**config.mk**
```make
export PLATFORM = sky130hd
export DESIGN_NAME = trial_division_prime_counter_unit
export DESIGN_NICKNAME = d
export VERILOG_FILES = /design/src/rtl/tdpc_pkg.sv /design/src/rtl/tdpc_datapath.sv /design/src/rtl/tdpc_ctrl.sv /design/src/rtl/trial_division_prime_counter_unit.sv
export SDC_FILE = /design/constraint.sdc
export NUM_CORES = 1
export LEC_CHECK = 0
export BUFFER_PORTS_ARGS = -buffer_cell sky130_fd_sc_hd__buf_2
export CORE_UTILIZATION = 61
export CTS_CLUSTER_DIAMETER = 150
export DETAILED_ROUTE_END_ITERATION = 12
export PLACE_DENSITY = 0.81
export SYNTH_ARGS = -nofsm -noshare
export SYNTH_HDL_FRONTEND = slang
export SYNTH_SLANG_ARGS = --single-unit
```
**constraint.sdc**
```tcl
create_clock -name clock -period 4.4 [get_ports clock]
set_clock_uncertainty 0.05 [all_clocks]
set_input_delay 0.44 -clock clock [delete_from_list [all_inputs] [get_ports clock]]
set_output_delay 0.44 -clock clock [all_outputs]
set_load 0.005 [all_outputs]
```
**src/rtl/tdpc_pkg.sv**
```systemverilog
// ----------------------------------------------------------------------------
// tdpc_pkg
// Shared widths, constants and controller/datapath interface types for the
// trial division prime counter.
// ----------------------------------------------------------------------------
package tdpc_pkg;

   localparam int VALUE_BITS  = 32;
   localparam int COUNT_BITS  = 32;
   // odd divisors stay below 2^(VALUE_BITS/2) + 2
   localparam int DIV_BITS    = VALUE_BITS / 2 + 1;
   localparam int SQ_BITS     = VALUE_BITS + 2;
   localparam int STEP_BITS   = $clog2(VALUE_BITS);
   localparam int RSP_FIELD_W = 2 + COUNT_BITS;
   localparam int RSP_TDATA_W = ((RSP_FIELD_W + 7) / 8) * 8;

   localparam logic [COUNT_BITS-1:0] COUNT_MAX  = '1;
   localparam logic [DIV_BITS-1:0]   FIRST_DIV  = DIV_BITS'(3);
   localparam logic [SQ_BITS-1:0]    FIRST_SQ   = SQ_BITS'(9);
   localparam logic [VALUE_BITS-1:0] VALUE_TWO  = VALUE_BITS'(2);
   localparam logic [STEP_BITS-1:0]  LAST_STEP  = STEP_BITS'(VALUE_BITS - 1);

   typedef struct packed {
      logic load;        // capture candidate, reset divisor
      logic start_div;   // begin remainder of candidate by divisor
      logic div_step;    // one restoring division step
      logic advance;     // next odd divisor and its square
      logic publish;     // update count and load result word
      logic prime;       // verdict for publish
   } tdpc_cmd_type;

   typedef struct packed {
      logic n_le1;
      logic n_is2;
      logic n_even;
      logic sq_gt_n;
      logic div_last;
      logic rem_zero;
   } tdpc_sts_type;

endpackage

```
**src/rtl/tdpc_datapath.sv**
```systemverilog
// ----------------------------------------------------------------------------
// tdpc_datapath
// Candidate, divisor, running square, bit-serial remainder unit, limit
// register, saturating prime count and result word register.
// ----------------------------------------------------------------------------
module tdpc_datapath (
   input  logic                              clock,
   input  logic                              reset,
   input  logic                              csr_wen,
   input  logic [tdpc_pkg::VALUE_BITS-1:0]   csr_wdata,
   input  logic [tdpc_pkg::VALUE_BITS-1:0]   req_tdata,
   input  tdpc_pkg::tdpc_cmd_type            cmd,
   output tdpc_pkg::tdpc_sts_type            sts,
   output logic [tdpc_pkg::RSP_TDATA_W-1:0]  rsp_tdata
);

   logic [tdpc_pkg::VALUE_BITS-1:0]  limit_ff, limit_in;
   logic [tdpc_pkg::COUNT_BITS-1:0]  count_ff, count_in;
   logic [tdpc_pkg::VALUE_BITS-1:0]  n_ff, n_in;
   logic [tdpc_pkg::DIV_BITS-1:0]    d_ff, d_in;
   logic [tdpc_pkg::SQ_BITS-1:0]     sq_ff, sq_in;
   logic [tdpc_pkg::VALUE_BITS-1:0]  dvd_ff, dvd_in;
   logic [tdpc_pkg::DIV_BITS-1:0]    rem_ff, rem_in;
   logic [tdpc_pkg::STEP_BITS-1:0]   step_ff, step_in;
   logic [tdpc_pkg::RSP_TDATA_W-1:0] rsp_ff, rsp_in;

   logic [tdpc_pkg::DIV_BITS:0]      trial;
   logic [tdpc_pkg::DIV_BITS:0]      d_ext;
   logic                             beyond;
   logic                             bump;

   assign trial  = {rem_ff, dvd_ff[tdpc_pkg::VALUE_BITS-1]};
   assign d_ext  = {1'b0, d_ff};
   assign beyond = n_ff > limit_ff;
   assign bump   = cmd.prime && !beyond && (count_ff != tdpc_pkg::COUNT_MAX);

   always_comb begin
      limit_in = csr_wen ? csr_wdata : limit_ff;
      n_in     = n_ff;
      d_in     = d_ff;
      sq_in    = sq_ff;
      dvd_in   = dvd_ff;
      rem_in   = rem_ff;
      step_in  = step_ff;
      count_in = count_ff;
      rsp_in   = rsp_ff;
      if (cmd.load) begin
         n_in  = req_tdata;
         d_in  = tdpc_pkg::FIRST_DIV;
         sq_in = tdpc_pkg::FIRST_SQ;
      end
      if (cmd.start_div) begin
         dvd_in  = n_ff;
         rem_in  = '0;
         step_in = '0;
      end
      if (cmd.div_step) begin
         dvd_in  = {dvd_ff[tdpc_pkg::VALUE_BITS-2:0], 1'b0};
         step_in = step_ff + 1'b1;
         if (trial >= d_ext) begin
            rem_in = tdpc_pkg::DIV_BITS'(trial - d_ext);
         end else begin
            rem_in = trial[tdpc_pkg::DIV_BITS-1:0];
         end
      end
      if (cmd.advance) begin
         // (d+2)^2 = d^2 + 4d + 4
         d_in  = d_ff + tdpc_pkg::DIV_BITS'(2);
         sq_in = sq_ff + {{(tdpc_pkg::SQ_BITS-tdpc_pkg::DIV_BITS-2){1'b0}}, d_ff, 2'b00}
                 + tdpc_pkg::SQ_BITS'(4);
      end
      if (cmd.publish) begin
         count_in = bump ? count_ff + 1'b1 : count_ff;
         rsp_in   = tdpc_pkg::RSP_TDATA_W'({count_in, beyond, cmd.prime});
      end
   end

   always_ff @(posedge clock) begin
      if (reset) begin
         limit_ff <= '0;
         count_ff <= '0;
      end else begin
         limit_ff <= limit_in;
         count_ff <= count_in;
      end
   end

   always_ff @(posedge clock) begin
      n_ff    <= n_in;
      d_ff    <= d_in;
      sq_ff   <= sq_in;
      dvd_ff  <= dvd_in;
      rem_ff  <= rem_in;
      step_ff <= step_in;
      rsp_ff  <= rsp_in;
   end

   always_comb begin
      sts.n_le1    = n_ff[tdpc_pkg::VALUE_BITS-1:1] == '0;
      sts.n_is2    = n_ff == tdpc_pkg::VALUE_TWO;
      sts.n_even   = !n_ff[0];
      sts.sq_gt_n  = sq_ff > {2'b00, n_ff};
      sts.div_last = step_ff == tdpc_pkg::LAST_STEP;
      sts.rem_zero = rem_ff == '0;
   end

   assign rsp_tdata = rsp_ff;

endmodule

```
**src/rtl/tdpc_ctrl.sv**
```systemverilog
// ----------------------------------------------------------------------------
// tdpc_ctrl
// Sequencer for the trial division loop and the result word handshake.
// ----------------------------------------------------------------------------
module tdpc_ctrl (
   input  logic                   clock,
   input  logic                   reset,
   input  logic                   req_tvalid,
   output logic                   req_tready,
   output logic                   rsp_tvalid,
   input  logic                   rsp_tready,
   input  tdpc_pkg::tdpc_sts_type sts,
   output tdpc_pkg::tdpc_cmd_type cmd
);

   localparam logic [2:0] ST_IDLE  = 3'd0;
   localparam logic [2:0] ST_CHECK = 3'd1;
   localparam logic [2:0] ST_DIV   = 3'd2;
   localparam logic [2:0] ST_TEST  = 3'd3;
   localparam logic [2:0] ST_DONE  = 3'd4;

   logic [2:0] state_ff, state_in;
   logic       prime_ff, prime_in;
   logic       valid_ff, valid_in;

   always_comb begin
      state_in      = state_ff;
      prime_in      = prime_ff;
      cmd           = '0;
      cmd.prime     = prime_ff;
      case (state_ff)
         ST_IDLE: begin
            if (req_tvalid) begin
               cmd.load = 1'b1;
               state_in = ST_CHECK;
            end
         end
         ST_CHECK: begin
            if (sts.n_le1) begin
               prime_in = 1'b0;
               state_in = ST_DONE;
            end else if (sts.n_is2) begin
               prime_in = 1'b1;
               state_in = ST_DONE;
            end else if (sts.n_even) begin
               prime_in = 1'b0;
               state_in = ST_DONE;
            end else if (sts.sq_gt_n) begin
               prime_in = 1'b1;
               state_in = ST_DONE;
            end else begin
               cmd.start_div = 1'b1;
               state_in      = ST_DIV;
            end
         end
         ST_DIV: begin
            cmd.div_step = 1'b1;
            if (sts.div_last) begin
               state_in = ST_TEST;
            end
         end
         ST_TEST: begin
            if (sts.rem_zero) begin
               prime_in = 1'b0;
               state_in = ST_DONE;
            end else begin
               cmd.advance = 1'b1;
               state_in    = ST_CHECK;
            end
         end
         ST_DONE: begin
            if (!valid_ff || rsp_tready) begin
               cmd.publish = 1'b1;
               state_in    = ST_IDLE;
            end
         end
         default: begin
            state_in = ST_IDLE;
         end
      endcase
      if (cmd.publish) begin
         valid_in = 1'b1;
      end else if (rsp_tready) begin
         valid_in = 1'b0;
      end else begin
         valid_in = valid_ff;
      end
   end

   always_ff @(posedge clock) begin
      if (reset) begin
         state_ff <= ST_IDLE;
         prime_ff <= 1'b0;
         valid_ff <= 1'b0;
      end else begin
         state_ff <= state_in;
         prime_ff <= prime_in;
         valid_ff <= valid_in;
      end
   end

   assign req_tready = state_ff == ST_IDLE;
   assign rsp_tvalid = valid_ff;

endmodule

```
**src/rtl/trial_division_prime_counter_unit.sv**
```systemverilog
// ----------------------------------------------------------------------------
// trial_division_prime_counter_unit
// Trial division primality test with a saturating count of primes that do
// not exceed a programmable limit.
// ----------------------------------------------------------------------------
// Usage:
//   req channel: one candidate word (req_tdata) per item.
//   rsp channel: one result word per candidate: is_prime, beyond_limit and
//   the prime count after that candidate.
//   csr: csr_wen/csr_wdata write the upper limit; write only while idle.
// Operation:
//   Candidates 0, 1, 2 and even numbers are decided in the check state.
//   Odd candidates try divisors 3, 5, 7 and so on while d*d <= n; each divisor
//   takes a bound check, a bit-serial remainder and a test.
//   One candidate is in work at a time.
// Reset: synchronous; clears the limit, the prime count and all control.
// Stall: a finished result waits in the output register; the next candidate
//   is accepted and processed meanwhile, and is held in the done state until
//   the waiting word is taken.
// ----------------------------------------------------------------------------
module trial_division_prime_counter_unit (
   input  logic                              clock,
   input  logic                              reset,
   input  logic                              csr_wen,
   input  logic [tdpc_pkg::VALUE_BITS-1:0]   csr_wdata,   // upper_limit
   input  logic                              req_tvalid,
   output logic                              req_tready,
   input  logic [tdpc_pkg::VALUE_BITS-1:0]   req_tdata,   // candidate
   output logic                              rsp_tvalid,
   input  logic                              rsp_tready,
   // [0] is_prime, [1] beyond_limit, [33:2] prime_count, rest zero
   output logic [tdpc_pkg::RSP_TDATA_W-1:0]  rsp_tdata
);

   tdpc_pkg::tdpc_cmd_type cmd;
   tdpc_pkg::tdpc_sts_type sts;

   tdpc_ctrl u_ctrl (
      .clock      (clock),
      .reset      (reset),
      .req_tvalid (req_tvalid),
      .req_tready (req_tready),
      .rsp_tvalid (rsp_tvalid),
      .rsp_tready (rsp_tready),
      .sts        (sts),
      .cmd        (cmd)
   );

   tdpc_datapath u_datapath (
      .clock     (clock),
      .reset     (reset),
      .csr_wen   (csr_wen),
      .csr_wdata (csr_wdata),
      .req_tdata (req_tdata),
      .cmd       (cmd),
      .sts       (sts),
      .rsp_tdata (rsp_tdata)
   );

   a_publish_valid: assert property (@(posedge clock) disable iff (reset)
      cmd.publish |=> rsp_tvalid)
      else $error("result word not presented after publish");

   a_busy_after_accept: assert property (@(posedge clock) disable iff (reset)
      (req_tvalid && req_tready) |=> !req_tready)
      else $error("new word accepted while candidate in work");

   a_publish_no_overwrite: assert property (@(posedge clock) disable iff (reset)
      cmd.publish |-> (!rsp_tvalid || rsp_tready))
      else $error("pending result word overwritten");

   a_step_exclusive: assert property (@(posedge clock) disable iff (reset)
      cmd.div_step |-> !(cmd.publish || cmd.advance || cmd.load))
      else $error("conflicting datapath commands");

endmodule
```
==> impl_results.md, run 1 <==
* Outcome: finished, final reports clean
* H-tree Lvls at 1
* Maximum net fanout on the critical path at 7
* Area enclosed by the die boundary at ~23000 um2
* Wire length of the first global-routing pass at 49360 um
* Count of TritonRoute iterations in the first routing pass at 6
* Maximum count of clock buffers along a single path at 3
* Flop and latch count out of synthesis at 236
* RSZ-0062 raised after global routing: no
* Final design utilization at 69.59%
* Diode count at 0
* Average footprint of a synthesized cell at 10.20 um2
* Peak ir drop on the vdd network at 0.3302 mV
* Root Buffer Master: sky130_fd_sc_hd__clkbuf_16
* Critical Path Sink Type: flop
* Proportion of netlist area held by the largest area contributor at roughly 37%
* Max_slew headroom at 19.30%
* Crit share post-route at 82.32%
* Cts hold-fix bufs at 0
* Setup TNS at 0 ps
* Pin slew with the least headroom to its limit at 1195 ps
* Max_cap viols at 0
* Post-placement cell count at 1687
* Number of global-route vias before repair at 10012
* Cell Rows at 54
* Sequential-to-total area share from yosys stat at 46.77%
* Final slew viol count at 0
* Detailed-route wire length per cell at 17.94 um
* Clock sink total at 236
* Number of vias in the routed layout at 10676
* Std-Cell Core Area at 21890 um2
* Cell area after technology mapping at about 14000 um2
* Final #Nets at 1620
* Element type at the critical path start: flop
* Number of synthesized flops with an enable pin at 166
* Total power divided by cell area at 350.6 nW/um2
* Top FF cell, synth: sky130_fd_sc_hd__edfxtp_1
* Synthesis warning total at 0
* Ranking of synthesized cells by area: sky130_fd_sc_hd__edfxtp_1 (37%), sky130_fd_sc_hd__ha_1 (10%), sky130_fd_sc_hd__dfxtp_1 (10%)
* Class of the worst hold path: in -> reg
* Worst Setup Path Type: reg -> reg
* WP data required at between 4000 and 5000 ps
* Fill cell total of the finished layout at 1635
* Starting Density at 62.37%
* Growth of design area from synthesis to finish at 11.57%
* Fraction of layout cells with a size suffix above 1 at roughly 12%
* Routability Congestion at 0.8710
* Top Ports at 111
* Post-CTS Repair Setup Buffers at 0
* Data arrival time of the critical path at 3830 ps
* Post-cts sizing count at 0
* Most repeated cell in the gate-level netlist after synthesis: sky130_fd_sc_hd__edfxtp_1
* Remaining Overflow, GRT at 0
* Initial drt markers at ~740
* Library cell with the largest summed area after synthesis: sky130_fd_sc_hd__edfxtp_1
* Global-route usage over all layers at a little over a quarter
* Initial antenna violation count at 0
* Reported leakage power at 6.202 nW
* Clk slew on worst S/H paths at 60 ps
* Overall die width at 151.6 um
* Total wire length at 31130 um
* Count of mapped cells out of synthesis at between 1000 and 1500
* Worst-Skew Late Latency at 530 ps
* Detail Route Antenna Nets at 0
* Largest net degree at the start of global routing at 50
* Post-synth top cells: sky130_fd_sc_hd__edfxtp_1 (166), sky130_fd_sc_hd__nor2_1 (134), sky130_fd_sc_hd__ha_1 (114)
* Final setup fails at 0
* Distinct cells, synth at 75
* Number of port buffers at 104
* Final hold vios at 0
* Total Power at 5.341 mW
* Number of CTS-inserted buffers at 26
* Time the final worst path needs with I/O delays and setup at 3622 ps
* Drt drc at 0
* Clock tree from TritonCTS: done
* Fraction of synthesis flops using an asynchronous set or reset pin at 0%
* Detailed Place HPWL at between 20000 and 25000 um
* Top achievable clock speed at 0.2761 GHz
* Vias per inst at approximately 6.2
* Final std cells w/o fill at 1735
* Die Span Y at 151.6 um
==> sequential cells by signal, indices dropped and copies added (netlist names) <==
name	flops
u_datapath.rsp_tdata	34
u_datapath.count_ff	32
u_datapath.dvd_ff	32
u_datapath.limit_ff	32
u_datapath.n_ff	32
u_datapath.sq_ff	31
u_datapath.rem_ff	17
u_datapath.d_ff	16
u_datapath.step_ff	5
u_ctrl.state_ff	3
u_ctrl.prime_ff	1
u_ctrl.rsp_tvalid	1
==> metrics by stage <==
| step | worst slack (ps) | instance area (um2) | hold WS [ps] |
|---|---|---|---|
| after detailed placement | 845.4 | 14390 | 409.9 |
| after global routing | 521.4 | 15230 | 19.44 |
| after global placement | 926.0 | 14390 | 408.2 |
| final | 777.8 | 15230 | 29.58 |
| after CTS | 804.5 | 15230 | 16.71 |
| after floorplan | 1115 | 13670 | 376.9 |
==> final cells by class <==
type	instances	area [um2]	share of cell area (%)
repair buffers	119	633.1	4.156
flip-flops and latches	236	6386	41.92
clock inverters	3	21.27	0.1396
clock buffers	45	825.8	5.421
well taps	280	350.3	2.300
multi-input cells	959	6669	43.77
inverters	93	349.1	2.291
==> critical path, cell delays in order, from the launching register on <==
cell and delay [ps]:
sky130_fd_sc_hd__edfxtp_1 500, sky130_fd_sc_hd__ha_1 390, sky130_fd_sc_hd__inv_1 80, sky130_fd_sc_hd__fa_1 430, sky130_fd_sc_hd__nor2b_1 200, sky130_fd_sc_hd__o31a_1 220
sky130_fd_sc_hd__o211ai_1 200, sky130_fd_sc_hd__a311oi_1 820, sky130_fd_sc_hd__o211ai_1 180, sky130_fd_sc_hd__xor2_1 210, sky130_fd_sc_hd__nor2_1 60
==> layer usage <==
| layer | GRT usage [%] | part of all wire (%) | wire length, um |
|---|---|---|---|
| met4 | 7.673 | 2.4 | 737 |
| met1 | 35.52 | 42 | 12930 |
| met2 | 47.05 | 50 | 15510 |
| met5 | 0 | 0 | 0 |
| met3 | 3.623 | 6.3 | 1957 |
==> placed cells by master, fill, tap and decap left out, types with 33 or more instances in the layout <==
master / Yosys / final
sky130_fd_sc_hd__edfxtp_1: 166 / 166
sky130_fd_sc_hd__nor2_1: 134 / 134
sky130_fd_sc_hd__ha_1: 114 / 114
sky130_fd_sc_hd__buf_2: 6 / 104
sky130_fd_sc_hd__inv_1: 93 / 93
sky130_fd_sc_hd__a21oi_1: 86 / 86
sky130_fd_sc_hd__dfxtp_1: 70 / 70
sky130_fd_sc_hd__o21ai_0: 54 / 54
sky130_fd_sc_hd__nand2_1: 53 / 53
sky130_fd_sc_hd__nand3_1: 51 / 51
sky130_fd_sc_hd__nor3_1: 45 / 45
sky130_fd_sc_hd__xor2_1: 43 / 43
sky130_fd_sc_hd__xnor2_1: 34 / 34
sky130_fd_sc_hd__mux2i_1: 33 / 33
==> cells by family after synthesis <==
family                   Yosys count  synth area share (%)
multiplexers                      39                 2.969
AO/OA/AOI/OAI                    278                 13.26
AND/OR/NAND/NOR                  443                 16.70
XOR/XNOR                          77                 4.939
adder cells (fa/ha/maj)          116                 10.74
buffers and inverters            149                 4.591
flip-flops                       236                 46.77
other                              1               0.02746
==> where the power goes <==
group	switching, mW	internal [mW]
registers	0.0854	2.47
logic	0.378	0.265
clock network	0.871	1.27
total	1.33	4.01
==> worst paths after layout <==
| kind | start | to | slack [ps] | cells past startpoint |
|---|---|---|---|---|
| max | u_datapath.d_ff[1] | u_datapath.sq_ff[25] | 780 | 10 |
| min | req_tdata[22] | u_datapath.n_ff[22] | 30 | 1 |
| max reg2reg | u_datapath.d_ff[1] | u_datapath.sq_ff[25] | 780 | 10 |
| min reg2reg | u_ctrl.prime_ff | u_datapath.rsp_tdata[0] | 440 | 0 |
(Power assumes the default switching activity.)
==> run 2: changes to the inputs <==
==> constraint.sdc (replaced) <==
create_clock -name clock -period 3.6 [get_ports clock]
set_clock_uncertainty 0.05 [all_clocks]
set_input_delay 0.36 -clock clock [delete_from_list [all_inputs] [get_ports clock]]
set_output_delay 0.36 -clock clock [all_outputs]
set_load 0.005 [all_outputs]
==> run 2 against run 1 <==
Against the previous run: flip-flop and latch count unchanged; critical path depth decreased by 1; register-to-register slack got worse by 410 ps; first-iteration DRC count increased by 13%; sequential power increased by 23%; clock power increased by 26%; critical path type unchanged; largest power group unchanged.
==> impl_results.md, run 2 (same netlist as run 1, synthesis figures left out) <==
* Max_cap viols at 0
* Die Span Y at 151.6 um
* Outcome: finished, final reports clean
* Max_slew headroom at 37.52%
* Std-Cell Core Area at 21890 um2
* Total power divided by cell area at 424.5 nW/um2
* Post-placement cell count at 1691
* Share of power burned in registers at 47.2%
* Reg2Reg Setup Slack at ~360 ps
* Starting Density at 62.37%
* Final slew viol count at 0
* Worst-Skew Late Latency at 530 ps
* Element type at the critical path start: flop
* Setup TNS at 0 ps
* Number of vias in the routed layout at 10795
* Vias per inst at approximately 6.1
* Relative contribution of combinational cells to total power at 12.3%
* Count of TritonRoute iterations in the first routing pass at 6
* Initial drt markers at 841
* Most frequent standard cell in the layout excluding fill and tap cells: sky130_fd_sc_hd__edfxtp_1
* Growth of design area from synthesis to finish at 14.43%
* Number of CTS-inserted buffers at 26
* Net switching share of the total power at 25.17%
* Area enclosed by the die boundary at 22990 um2
* Fraction of layout cells with a size suffix above 1 at 12.81%
* Critical Path Sink Type: flop
* Detailed-route wire length per cell at 18.27 um
* Post-CTS Repair Setup Buffers at 0
* Cell Rows at 54
* Detailed Place HPWL at 21940 um
* RSZ-0062 raised after global routing: no
* Root Buffer Master: sky130_fd_sc_hd__clkbuf_16
* Global-route usage over all layers at 28.40%
* Crit share post-route at 89.88%
* Largest net degree at the start of global routing at 62
* Number of flip-flops in the largest register at 34
* Time the final worst path needs with I/O delays and setup at between 3000 and 4000 ps
* Maximum net fanout on the critical path at 7
* Total Power at 6.632 mW
* Clock tree from TritonCTS: done
* Total wire length at 32390 um
* Class of the worst hold path: in -> reg
* Detail Route Antenna Nets at 0
* Post-placement cell area at ~14000 um2
* Top achievable clock speed at roughly 0.31 GHz
* Pin slew with the least headroom to its limit at 937.1 ps
* Initial antenna violation count at 1
* Data arrival time of the critical path at 3440 ps
* Final #Nets at 1656
* Number of port buffers at 104
* Number of global-route vias before repair at 10406
* Final hold vios at 0
* Clock power frac at between 40% and 50%
* Highest-count cells in the layout ignoring fill and taps: sky130_fd_sc_hd__edfxtp_1 (166), sky130_fd_sc_hd__nor2_1 (134), sky130_fd_sc_hd__ha_1 (114), sky130_fd_sc_hd__buf_2 (104), sky130_fd_sc_hd__inv_1 (93)
* H-tree Lvls at 1
* Final std cells w/o fill at 1773
* Internal Pwr Total at 4.963 mW
* Reported leakage power at roughly 6.4 nW
* Switching Power at roughly 1.7 mW
* Drt drc at 0
* Top Ports at 111
* Routability Congestion at 0.9004
* Remaining Overflow, GRT at 0
* Wire length of the first global-routing pass at 51490 um
* Final setup fails at 0
* Overall die width at 151.6 um
* WP data required at 3800 ps
* Peak ir drop on the vdd network at between 0.3 and 0.4 mV
* Clk slew on worst S/H paths at 60 ps
* Total non-filler cell area in the finished layout at 15630 um2
* Maximum count of clock buffers along a single path at 3
* Worst Setup Path Type: reg -> reg
* Clock sink total at around 240
-- run 2: changes by cell type in the layout (fill, tap and decap cells not counted), sizes merged --
cell	previous run	this run
clkbuf	45	34
diode	0	2
clkinv	1	9
buf	119	123
clkinvlp	0	1
dlygate4sd3	0	32
bufinv	0	2
-- run 2: cell type report --
class | count | area (um2)
Clock inverter | 14 | 127.6
Sequential cell | 236 | 6386
Antenna cell | 2 | 5.005
Inverter | 93 | 349.1
Timing Repair Buffer | 155 | 996.0
Tap cell | 280 | 350.3
Clock buffer | 34 | 742.0
Multi-Input combinational cell | 959 | 6669
Fill cell | 1543 | 6266
-- run 2: routing by layer --
metal,global-route usage (%),share of wire [%],vias up
li1,-,-,5201
met3,3.413,5.8,78
met5,0,0,-
met2,50.21,51,417
met1,35.87,40,5099
met4,9.752,3.3,0
-- run 2: worst paths after layout --
path                        startpoint                      to  cells past startpoint
setup / recovery    u_datapath.d_ff[2]    u_datapath.sq_ff[32]                      9
hold / removal            csr_wdata[9]  u_datapath.limit_ff[9]                      3
setup reg to reg    u_datapath.d_ff[2]    u_datapath.sq_ff[32]                      9
hold reg to reg   u_datapath.dvd_ff[0]    u_datapath.dvd_ff[0]                      1
-- run 2: what timing repair did --
action                                 CTS  global route
hold buffers                            32             0
endpoints found under the hold margin   32             0
resized for setup                        0             0
-- run 2: power groups by stage --
| stage | Combinational [mW] | Clock, mW | Sequential, mW |
|---|---|---|---|
| after floorplan | 0.573 | 0 | 3.14 |
| after global placement | 0.737 | 0 | 3.18 |
| after detailed placement | 0.771 | 0 | 3.18 |
| after CTS | 0.805 | 2.72 | 3.12 |
| after global routing | 0.916 | 2.80 | 3.13 |
| final | 0.816 | 2.69 | 3.13 |
-- run 2: critical path, stage by stage, from the launching register on --
cell	delay, ps
sky130_fd_sc_hd__edfxtp_1	450
sky130_fd_sc_hd__ha_1	320
sky130_fd_sc_hd__ha_1	320
sky130_fd_sc_hd__a211oi_1	390
sky130_fd_sc_hd__o211a_1	240
sky130_fd_sc_hd__o31ai_1	120
sky130_fd_sc_hd__o211ai_1	580
sky130_fd_sc_hd__a21oi_1	190
sky130_fd_sc_hd__xnor2_1	230
sky130_fd_sc_hd__nor2_1	60
-- run 2: per-stage QoR --
stage / util (%) / hold slack [ps] / worst slack [ps]
after floorplan: - / 376.9 / 315.4
after global placement: 65.92 / 407.6 / 524.9
after detailed placement: 65.92 / 400.7 / 430.4
after CTS: 71.35 / 1.142 / 396.0
after global routing: 71.36 / 26.51 / 152.2
final: 71.38 / 18.97 / 364.5
